<file path="src/rtl/tssf_pkg.sv">
// Shared types and constants for the triangle scanline span filler.
`timescale 1ns / 1ps

package tssf_pkg;

  localparam int FIELD_BITS  = 6;
  localparam int SYMBOL_BITS = 8;

  typedef struct packed {
    logic [FIELD_BITS-1:0] x;
    logic [FIELD_BITS-1:0] y;
  } vertex_t;

endpackage

</file>
<file path="src/rtl/tssf_sort.sv">
// Three-step compare-and-swap network that orders three vertices by row.
`timescale 1ns / 1ps

module tssf_sort (
  input  tssf_pkg::vertex_t a,
  input  tssf_pkg::vertex_t b,
  input  tssf_pkg::vertex_t c,
  output tssf_pkg::vertex_t sa,
  output tssf_pkg::vertex_t sb,
  output tssf_pkg::vertex_t sc
);

  tssf_pkg::vertex_t p1_a;
  tssf_pkg::vertex_t p1_b;
  tssf_pkg::vertex_t p2_b;

  always_comb begin
    if (a.y > b.y) begin
      p1_a = b;
      p1_b = a;
    end else begin
      p1_a = a;
      p1_b = b;
    end
    if (p1_b.y > c.y) begin
      p2_b = c;
      sc   = p1_b;
    end else begin
      p2_b = p1_b;
      sc   = c;
    end
    if (p1_a.y > p2_b.y) begin
      sa = p2_b;
      sb = p1_a;
    end else begin
      sa = p1_a;
      sb = p2_b;
    end
  end

endmodule

</file>
<file path="src/rtl/tssf_divider.sv">
// Restoring divider, one quotient bit per cycle, giving num / den rounded half up.
`timescale 1ns / 1ps

module tssf_divider #(
  parameter int CB = 6
) (
  input  logic            clk,
  input  logic            rst,
  input  logic            start,
  input  logic [2*CB-1:0] num,
  input  logic [CB-1:0]   den,
  output logic            done,
  output logic [CB-1:0]   quo
);

  localparam int RW = 2 * CB + 1;
  localparam int CW = $clog2(CB);

  logic          busy;
  logic [CW-1:0] cnt;
  logic [RW-1:0] rem;
  logic [RW-1:0] dsh;

  always_ff @(posedge clk) begin
    if (rst) begin
      busy <= 1'b0;
      done <= 1'b0;
      cnt  <= '0;
    end else if (start) begin
      busy <= 1'b1;
      done <= 1'b0;
      cnt  <= CW'(CB - 1);
      rem  <= {num, 1'b0} + RW'(den);
      dsh  <= RW'({den, 1'b0}) << (CB - 1);
      quo  <= '0;
    end else if (busy) begin
      if (rem >= dsh) begin
        rem <= rem - dsh;
        quo <= {quo[CB-2:0], 1'b1};
      end else begin
        quo <= {quo[CB-2:0], 1'b0};
      end
      dsh <= dsh >> 1;
      if (cnt == '0) begin
        busy <= 1'b0;
        done <= 1'b1;
      end else begin
        cnt <= cnt - 1'b1;
      end
    end else begin
      done <= 1'b0;
    end
  end

endmodule

</file>
<file path="src/rtl/triangle_scanline_span_fill.sv">
// Top level of the triangle scanline span filler: sequencer, edge state and output register.
//
//   channel   direction  handshake            beat
//   triangle  in         in_valid, in_stall   fill_symbol, vertex_a/b/c_x/y
//   span      out        out_valid, out_stall span_row, span_left, span_right,
//                                             span_symbol, last_span
//
// One triangle starts with setup in S_INIT_L and, unless it is flat, S_INIT_S; then the
// shared divider evaluates both edge positions of each row in turn, except on a flat
// last row, whose ends come from the vertices. A triangle covers up to 2^COORD_BITS rows.
// in_stall stays high from the accepted beat until the last span is loaded into the
// output register; a stalled output holds the sequencer in its emit state.
// Reset is synchronous and leaves the block idle with no span pending.
`timescale 1ns / 1ps

module triangle_scanline_span_fill #(
  parameter int COORD_BITS = 6
) (
  input  logic       clk,
  input  logic       rst,
  input  logic       in_valid,
  output logic       in_stall,
  input  logic [7:0] fill_symbol,
  input  logic [5:0] vertex_a_x,
  input  logic [5:0] vertex_a_y,
  input  logic [5:0] vertex_b_x,
  input  logic [5:0] vertex_b_y,
  input  logic [5:0] vertex_c_x,
  input  logic [5:0] vertex_c_y,
  output logic       out_valid,
  input  logic       out_stall,
  output logic [5:0] span_row,
  output logic [5:0] span_left,
  output logic [5:0] span_right,
  output logic [7:0] span_symbol,
  output logic       last_span
);

  localparam int CB = COORD_BITS;
  localparam int NW = 2 * CB;
  localparam int FB = tssf_pkg::FIELD_BITS;

  typedef enum logic [2:0] {
    S_IDLE,
    S_INIT_L,
    S_INIT_S,
    S_DIV_L,
    S_WAIT_L,
    S_DIV_S,
    S_WAIT_S,
    S_EMIT
  } state_t;

  state_t state;

  tssf_pkg::vertex_t in_a;
  tssf_pkg::vertex_t in_b;
  tssf_pkg::vertex_t in_c;
  tssf_pkg::vertex_t srt_a;
  tssf_pkg::vertex_t srt_b;
  tssf_pkg::vertex_t srt_c;
  tssf_pkg::vertex_t va;
  tssf_pkg::vertex_t vb;
  tssf_pkg::vertex_t vc;

  logic [tssf_pkg::SYMBOL_BITS-1:0] sym;
  logic [CB-1:0] row;
  logic [CB-1:0] row_next;
  logic          upper;
  logic [NW-1:0] num_long;
  logic [NW-1:0] num_short;
  logic [CB:0]   dx_long;
  logic [CB:0]   dx_short;
  logic [CB-1:0] d_long;
  logic [CB-1:0] d_short;
  logic [CB-1:0] x_long;
  logic [CB-1:0] x_short;

  logic [CB-1:0] ax, ay, bx, by, cx, cy;
  logic [CB-1:0] min_ab, max_ab, min3, max3;
  logic [CB-1:0] span_lo, span_hi;

  logic [CB-1:0] mul_a;
  logic [CB-1:0] mul_b;
  logic [NW-1:0] mul_p;

  logic          div_start;
  logic [NW-1:0] div_num;
  logic [CB-1:0] div_den;
  logic          div_done;
  logic [CB-1:0] div_quo;

  logic accept;
  logic out_free;

  assign in_a = '{x: FB'(vertex_a_x[CB-1:0]), y: FB'(vertex_a_y[CB-1:0])};
  assign in_b = '{x: FB'(vertex_b_x[CB-1:0]), y: FB'(vertex_b_y[CB-1:0])};
  assign in_c = '{x: FB'(vertex_c_x[CB-1:0]), y: FB'(vertex_c_y[CB-1:0])};

  tssf_sort u_sort (
    .a  (in_a),
    .b  (in_b),
    .c  (in_c),
    .sa (srt_a),
    .sb (srt_b),
    .sc (srt_c)
  );

  assign ax = va.x[CB-1:0];
  assign ay = va.y[CB-1:0];
  assign bx = vb.x[CB-1:0];
  assign by = vb.y[CB-1:0];
  assign cx = vc.x[CB-1:0];
  assign cy = vc.y[CB-1:0];

  assign min_ab  = (bx < ax) ? bx : ax;
  assign max_ab  = (bx > ax) ? bx : ax;
  assign min3    = (cx < min_ab) ? cx : min_ab;
  assign max3    = (cx > max_ab) ? cx : max_ab;
  assign span_lo = (x_long < x_short) ? x_long : x_short;
  assign span_hi = (x_long < x_short) ? x_short : x_long;

  always_comb begin
    case (state)
      S_INIT_L: begin
        mul_a = ax;
        mul_b = cy - ay;
      end
      S_INIT_S: begin
        if (upper) begin
          mul_a = ax;
          mul_b = by - ay;
        end else begin
          mul_a = bx;
          mul_b = cy - by;
        end
      end
      default: begin
        mul_a = '0;
        mul_b = '0;
      end
    endcase
  end

  assign mul_p = mul_a * mul_b;

  assign div_start = (state == S_DIV_L) || (state == S_DIV_S);
  assign div_num   = (state == S_DIV_L) ? num_long : num_short;
  assign div_den   = (state == S_DIV_L) ? d_long : d_short;

  tssf_divider #(
    .CB (CB)
  ) u_div (
    .clk   (clk),
    .rst   (rst),
    .start (div_start),
    .num   (div_num),
    .den   (div_den),
    .done  (div_done),
    .quo   (div_quo)
  );

  assign in_stall = (state != S_IDLE);
  assign accept   = in_valid && !in_stall;
  assign out_free = !out_valid || !out_stall;
  assign row_next = row + 1'b1;

  always_ff @(posedge clk) begin
    if (rst) begin
      state     <= S_IDLE;
      out_valid <= 1'b0;
    end else begin
      if (out_valid && !out_stall && (state != S_EMIT)) begin
        out_valid <= 1'b0;
      end
      case (state)
        S_IDLE: begin
          if (accept) begin
            va    <= srt_a;
            vb    <= srt_b;
            vc    <= srt_c;
            sym   <= fill_symbol;
            row   <= srt_a.y[CB-1:0];
            upper <= (srt_a.y != srt_b.y);
            state <= S_INIT_L;
          end
        end
        S_INIT_L: begin
          if (ay == cy) begin
            x_long  <= min3;
            x_short <= max3;
            state   <= S_EMIT;
          end else begin
            num_long <= mul_p;
            d_long   <= cy - ay;
            dx_long  <= {1'b0, cx} - {1'b0, ax};
            state    <= S_INIT_S;
          end
        end
        S_INIT_S: begin
          num_short <= mul_p;
          d_short   <= mul_b;
          if (upper) begin
            dx_short <= {1'b0, bx} - {1'b0, ax};
          end else begin
            dx_short <= {1'b0, cx} - {1'b0, bx};
          end
          state <= S_DIV_L;
        end
        S_DIV_L: begin
          state <= S_WAIT_L;
        end
        S_WAIT_L: begin
          if (div_done) begin
            x_long <= div_quo;
            state  <= S_DIV_S;
          end
        end
        S_DIV_S: begin
          state <= S_WAIT_S;
        end
        S_WAIT_S: begin
          if (div_done) begin
            x_short <= div_quo;
            state   <= S_EMIT;
          end
        end
        S_EMIT: begin
          if (out_free) begin
            out_valid   <= 1'b1;
            span_row    <= FB'(row);
            span_left   <= FB'(span_lo);
            span_right  <= FB'(span_hi);
            span_symbol <= sym;
            last_span   <= (row == cy);
            if (row == cy) begin
              state <= S_IDLE;
            end else begin
              row      <= row_next;
              num_long <= num_long + {{(NW-CB-1){dx_long[CB]}}, dx_long};
              if (upper && (row_next == by)) begin
                if (by == cy) begin
                  x_long  <= bx;
                  x_short <= cx;
                  state   <= S_EMIT;
                end else begin
                  upper <= 1'b0;
                  state <= S_INIT_S;
                end
              end else begin
                num_short <= num_short + {{(NW-CB-1){dx_short[CB]}}, dx_short};
                state     <= S_DIV_L;
              end
            end
          end
        end
        default: begin
          state <= S_IDLE;
        end
      endcase
    end
  end

endmodule

</file>
<file path="config.mk">
export PLATFORM = sky130hd
export DESIGN_NAME = triangle_scanline_span_fill
export DESIGN_NICKNAME = d
export VERILOG_FILES = /design/src/rtl/tssf_pkg.sv /design/src/rtl/tssf_sort.sv /design/src/rtl/tssf_divider.sv /design/src/rtl/triangle_scanline_span_fill.sv
export SDC_FILE = /design/constraint.sdc
export NUM_CORES = 1
export LEC_CHECK = 0
export ABC_AREA = 0
export BUFFER_PORTS_ARGS = -buffer_cell sky130_fd_sc_hd__buf_2
export CAP_MARGIN = 10
export CORE_MARGIN = 2
export CORE_UTILIZATION = 67
export DETAILED_ROUTE_END_ITERATION = 6
export HOLD_SLACK_MARGIN = 0.02
export PLACE_DENSITY_LB_ADDON = 0.2
export SETUP_SLACK_MARGIN = 0.5
export SLEW_MARGIN = 20
export SYNTH_ARGS = -nofsm -noshare
export SYNTH_HDL_FRONTEND = slang
export SYNTH_SLANG_ARGS = --single-unit
export TNS_END_PERCENT = 30
</file>
<file path="constraint.sdc">
create_clock -name clk -period 12.61 [get_ports clk]
set_input_delay 0.6305 -clock clk [delete_from_list [all_inputs] [get_ports clk]]
set_output_delay 0.6305 -clock clk [all_outputs]
set_load 0.05 [all_outputs]
</file>
==> run metrics, run 1 <==
status complete, no violations; First-pass DRT Iterations 6; Syn Inst Count 1353; pin count of the biggest net entering global routing 45; minimum clock period 6410 ps; Setup WS pre-CTS 5850 ps; Distinct cells, synth 62; clock slew at reported path FFs 80 ps; CP Max Fanout 32; CTS tree done; Final period util 0.509; worst setup slack after layout 6200 ps; die footprint 21100 um2; register bit total from synthesis 180; Slew headroom 0.257; Worst Clk Skew 18.6 ps; Max-Cap Viols 0; area of the core 19500 um2; fin area 14700 um2; first-pass GRT wire length 52600 um; crit path capture type flip-flop; CTS Hold Bufs 0; Routed WL per cell 18.9 um; dpl cell area 14000 um2; Final Util 0.751; initial antenna violation count 1; Residual DRC 0; Worst Hold Class in -> reg; vias 10463; GR met2 Demand/Resource 0.537; Seq/Total Area, Yosys 0.398; GRT Total Usage 0.312; Main synth FF type edfxtp_1; PD cells 136 nW/um2; die width 145 um; clock root buffer clkbuf_16; H-tree levels 4; Post-synth EDFFs 171; worst-skew pair later-pin latency 450 ps; Post-DRT Antenna Nets 0; Post-Layout Cell Count 1701; row cnt 51; GR peak layer met2; mapped cell area 13400 um2; Post-Route WL 32200 um; Initial DRC Count 809; Post-synth ARST share 0; RSZ-0062 raised after global routing false; total gr overflow 0; fmax 156 MHz; leakage power 6.21 nW; fraction of layout instances using a drive strength above 1 0.112; Resized Gates After CTS 0; port bufs 76; GR Util met3 0.0497; CP Launch Type primary input; # Post-CTS Setup Buffers 0; Max VDD drop 0.000103 V; final setup violation count 0; Synth Area per Inst 9.87 um2; grt met1 use 0.402; Max Slew Vio Count 0; post-route setup TNS 0 ps; DIE HEIGHT 145 um; worst slew pin tran 1110 ps; Worst Path Arrival 6600 ps; worst path required time 12790 ps; Setup CP Type in -> reg; Top cell by count, worst path ha_1; Initial Util 0.684; # IOs 77; clk sinks 180; Nets 1628; area grow syn2layout 9.82%; max incr delay on CP 730 ps; vias in the first global route 10516; post-synthesis net count 1559; critical path, cell by cell buf_2, inv_1, ha_1, nand3_1, o21bai_1, a31oi_2, buf_4, o21ai_0, ha_1, nand3_1, o21bai_1, a31oi_2, buf_4, mux2i_1, ha_1, and3_1, and3_1, a32oi_1, nand2_1, o22ai_1, o31ai_1; dpl hpwl 24400 um; gp weighted congestion 0.968; Placed Cells 1667; CP max-delay cell a32oi_1; TritonCTS buffer count 17; Layout fillers 1391; Via-to-Cell Ratio 6.15; Max Root-Sink Buffers 2; Final Hold Viols 0; yosys warns 0
-- registers in the layout, summed over array words and instances (netlist names), 7 cells and up --
| name | cells |
|---|---|
| dx_long | 7 |
| dx_short | 7 |
| num_long | 12 |
| num_short | 12 |
| span_symbol | 8 |
| sym | 8 |
| u_div.dsh | 12 |
| u_div.rem | 13 |
-- report_power, final --
part / switching (W) / total [W] / internal [W]
clock: 0.000279 / 0.000552 / 0.000273
combinational: 0.000401 / 0.000668 / 0.000267
sequential: 0.0000465 / 0.000782 / 0.000735
-- Yosys cell counts (3+ instances only) --
| cell | number | area, um2 |
|---|---|---|
| nand2b_1 | 21 | 131 |
| xnor2_1 | 40 | 350 |
| fa_1 | 27 | 541 |
| and2_1 | 11 | 68.8 |
| mux2_1 | 4 | 45.0 |
| ha_1 | 131 | 1640 |
| o21ai_0 | 74 | 370 |
| nor3_1 | 30 | 150 |
| nand4_1 | 8 | 50.1 |
| nor2b_1 | 22 | 138 |
| a21oi_1 | 78 | 390 |
| o21bai_1 | 4 | 30.0 |
| mux2_2 | 19 | 214 |
| or2_2 | 10 | 62.6 |
| o31a_1 | 3 | 26.3 |
| and3_1 | 14 | 87.6 |
| a2bb2oi_1 | 3 | 26.3 |
| a22o_1 | 3 | 26.3 |
| nand2_1 | 103 | 387 |
| a21o_1 | 31 | 233 |
| clkbuf_1 | 27 | 101 |
| xor2_1 | 40 | 350 |
| a211oi_1 | 11 | 82.6 |
| mux2i_1 | 39 | 390 |
| o211ai_1 | 6 | 45.0 |
| a31oi_1 | 4 | 25.0 |
| a22oi_1 | 12 | 90.1 |
| or3_1 | 5 | 31.3 |
| edfxtp_1 | 171 | 5130 |
| dfxtp_1 | 9 | 180 |
| buf_2 | 8 | 40.0 |
| a221oi_1 | 8 | 70.1 |
| nor2_1 | 131 | 492 |
| o31ai_1 | 18 | 135 |
| o21a_1 | 27 | 203 |
| nand3_1 | 18 | 90.1 |
| inv_1 | 126 | 473 |
| o22ai_1 | 26 | 163 |
-- worst max-delay path: cells and delay by family --
| kind | cells | cell delay (ps) |
|---|---|---|
| compound gates | 8 | 2640 |
| fa+ha+maj | 3 | 940 |
| buf+inv | 4 | 890 |
| mux | 1 | 280 |
| simple gates | 5 | 1220 |
-- cell families (layout without fill, tap and decap cells) --
family	Yosys count	after routing	share of synthesized area
AND/OR/NAND/NOR	382	382	0.132
AO/OA/AOI/OAI	328	328	0.159
flip-flops	180	180	0.398
buffers and inverters	163	245	0.0466
adder cells (fa/ha/maj)	158	158	0.163
XOR/XNOR	80	80	0.0525
multiplexers	62	62	0.0486
other	0	1	0
-- cell type report --
type                       count  area [um2]  area share
sequential                   180        5320       0.362
clock buffer                  17         425      0.0290
multi-input combinational   1010        7450       0.508
inverter                     126         473      0.0322
clock inverter                15         199      0.0136
timing repair buffer          87         467      0.0318
antenna                        1        2.50    0.000171
tap                          265         332      0.0226
-- per-layer routing --
| layer | wire length [um] | vias up |
|---|---|---|
| met3 | 1880 | 74 |
| li1 | - | 5026 |
| met4 | 897 | 0 |
| met1 | 13400 | 4998 |
| met5 | 0 | - |
| met2 | 16000 | 365 |
-- final timing paths --
check,startpoint,to,slack [ps],cells past startpoint
setup / recovery,vertex_b_y[4],row[1]$_DFFE_PP_,6200,21
hold / removal,fill_symbol[4],sym[4]$_DFFE_PP_,350,1
setup reg to reg,by[1]$_DFFE_PP_,num_short[11]$_DFFE_PP_,6520,21
hold reg to reg,sym[4]$_DFFE_PP_,span_symbol[4]$_DFFE_PP_,430,0
-- cell usage in the layout, fill, tap and decap left out, types with 12 or more instances in the layout --
cell and n:
edfxtp_1 171, ha_1 131, nor2_1 129, inv_1 126
nand2_1 103, a21oi_1 76, buf_2 76, o21ai_0 74
xor2_1 40, xnor2_1 40, mux2i_1 39, a21o_1 31
nor3_1 29, o21a_1 27, fa_1 27, o22ai_1 26
nor2b_1 22, nand2b_1 21, mux2_2 19, nand3_1 18
o31ai_1 18, clkbuf_16 17, and3_1 14, a22oi_1 12
-- stage by stage --
| step | hold slack, ps | power, W |
|---|---|---|
| after floorplan | 400 | 0.00127 |
| final | 352 | 0.00200 |
| after global routing | 338 | 0.00211 |
| after detailed placement | 414 | 0.00144 |
| after global placement | 401 | 0.00142 |
| after CTS | 344 | 0.00199 |
Note: power is estimated with default switching activity, not from simulation.
==> run 2, diff against run 1 <==
--- a/config.mk
+++ b/config.mk
@@ -9,7 +9,7 @@
 export BUFFER_PORTS_ARGS = -buffer_cell sky130_fd_sc_hd__buf_2
 export CAP_MARGIN = 10
 export CORE_MARGIN = 2
-export CORE_UTILIZATION = 67
+export CORE_UTILIZATION = 63
 export DETAILED_ROUTE_END_ITERATION = 6
 export HOLD_SLACK_MARGIN = 0.02
 export PLACE_DENSITY_LB_ADDON = 0.2
==> constraint.sdc (replaced) <==
create_clock -name clk -period 6 [get_ports clk]
set_input_delay 0.3 -clock clk [delete_from_list [all_inputs] [get_ports clk]]
set_output_delay 0.3 -clock clk [all_outputs]
set_load 0.05 [all_outputs]
==> run 2 against run 1 <==
Compared with the run above: sequential share of layout area is 1.1 points lower; register-to-register slack worse by 6000 ps; routed wire length is 2.7% higher; combinational power is 130% higher; critical path type is now reg -> reg; largest power group unchanged.
==> run metrics, run 2 (same netlist as run 1, synthesis figures left out) <==
Post-Layout Cell Count 1740; Setup WS pre-CTS -13.5 ps; PD cells 287 nW/um2; die footprint 22400 um2; Max Root-Sink Buffers 2; initial antenna violation count 1; CTS tree done; CTS Hold Bufs 0; Hold Slack 38.4 ps; worst path required time 6180 ps; gp weighted congestion 0.907; row cnt 53; Critical R2R Capture num_long[11]$_DFFE_PP_; total gr overflow 0; largest reg by FF count u_div.rem; critical path, cell by cell inv_2, ha_4, inv_2, fa_2, a21o_1, a21oi_2, xnor2_1, nor2_1, a211oi_2, a21oi_2, or2_4, fa_1, fa_1, fa_1, inv_2, ha_4, a21o_1, a21oi_4, o21bai_4, a2111oi_4, a21oi_2, xor2_1, mux2i_1; # IOs 77; Via-to-Cell Ratio 6.11; hold path startpoint fill_symbol[1]; critical path's top delay family adder cells; Setup CP Type reg -> reg; max reg flops 13; Slew headroom 0.259; Max-Cap Viols 0; fraction of layout instances using a drive strength above 1 0.156; worst hold endpoint sym[1]$_DFFE_PP_; Final Hold Viols 0; Initial Util 0.639; leakage power 6.35 nW; CP max-delay cell fa_1; DIE HEIGHT 150 um; Worst Hold Class in -> reg; die width 150 um; clk sinks 180; GRT Total Usage 0.302; vias 10632; first-pass GRT wire length 52700 um; max incr delay on CP 570 ps; CP Launch Type flip-flop; GR Util met3 0.0442; pin count of the biggest net entering global routing 35; Worst Path Arrival 5670 ps; worst-skew pair later-pin latency 440 ps; minimum clock period 5490 ps; port bufs 76; GR met2 Demand/Resource 0.525; Placed Cells 1694; area grow syn2layout 13.3%; vias in the first global route 10367; crit path capture type flip-flop; reg-to-reg slack, setup 510 ps; Post-Route WL 33100 um; RSZ-0062 raised after global routing true; TritonCTS buffer count 17; reg2reg start cy[0]$_DFFE_PP_; worst setup slack after layout 510 ps; CP Buf/Inv Count 3; Worst Clk Skew 15.1 ps; GR peak layer met2; fmax 182 MHz; Nets 1659; area of the core 20900 um2; dpl hpwl 24800 um; Residual DRC 0; Routed WL per cell 19.0 um; Post-DRT Antenna Nets 0; H-tree levels 4; final setup violation count 0; Final Util 0.724; grt met1 use 0.392; commonest non-fill, non-tap cell in the layout edfxtp_1; most frequent cells in the layout edfxtp_1 (171), ha_1 (127), nor2_1 (125), inv_1 (121), nand2_1 (103); R2R depth 23; Antenna Cells 0; worst slew pin tran 1110 ps; CP Max Fanout 3; WHS Path Cells 1; clock slew at reported path FFs 70 ps; Max VDD drop 0.000210 V; Initial DRC Count 690; status complete, no violations; First-pass DRT Iterations 6; Max Slew Vio Count 0; Final period util 0.915; clock root buffer clkbuf_16
-- run 2: changes by cell type in the layout (fill, tap and decap cells not counted), moves of 4 or more --
cell	before	now
buf_4	10	41
a21oi_1	76	67
nor2_1	129	125
a21oi_2	2	10
clkinv_8	7	0
ha_4	0	4
ha_1	131	127
inv_2	0	5
inv_1	126	121
-- run 2: worst max-delay path by stage --
| stage | depth (start not counted) | startpoint | endpoint |
|---|---|---|---|
| 4_1_cts | 21 | ay[1]$_DFFE_PP_ | num_long[10]$_DFFE_PP_ |
| 3_3_place_gp | 21 | by[1]$_DFFE_PP_ | num_long[11]$_DFFE_PP_ |
| 2_1_floorplan | 23 | cy[0]$_DFFE_PP_ | num_long[11]$_DFFE_PP_ |
| 6_report | 23 | cy[0]$_DFFE_PP_ | num_long[11]$_DFFE_PP_ |
| 3_5_place_dp | 21 | by[1]$_DFFE_PP_ | num_long[11]$_DFFE_PP_ |
| 5_1_grt | 23 | cy[0]$_DFFE_PP_ | num_long[11]$_DFFE_PP_ |
-- run 2: report_power, final --
group / internal [W] / switching (W) / leakage (nW)
clock: 0.000661 / 0.000515 / 0.293
sequential: 0.00155 / 0.0000880 / 1.63
combinational: 0.000625 / 0.000904 / 4.42
total: 0.00283 / 0.00151 / 6.35
-- run 2: what timing repair did --
| item | 4_1_cts | 5_1_grt |
|---|---|---|
| gates resized for setup | 15 | 41 |
| endpoints found under the hold margin | 0 | 0 |
| pin swaps | 5 | 23 |
| setup buffers | 7 | 7 |
| endpoints found under the setup margin | 8 | 25 |
-- run 2: layout make-up --
cell class                      instances  area, um2
Inverter                              126        473
Clock buffer                           17        425
Fill cell                            1527       5760
Sequential cell                       180       5320
Timing Repair Buffer                  118        699
Clock inverter                         14        176
Multi-Input combinational cell       1010       7690
Tap cell                              275        344
-- run 2: per-stage QoR --
step	setup TNS (ps)	instance area [um2]	total power (W)
finish	0	15100	0.00434
floorplan	0	13400	0.00268
CTS	0	14900	0.00427
global placement	0	14200	0.00304
detailed placement	-14.0	14200	0.00308
global route	0	15100	0.00457
-- run 2: layer usage --
layer | vias to the layer above | wire length, um
li1 | 5091 | -
met1 | 5112 | 13900
met2 | 368 | 16500
met3 | 59 | 1960
met4 | 2 | 769
met5 | - | 13
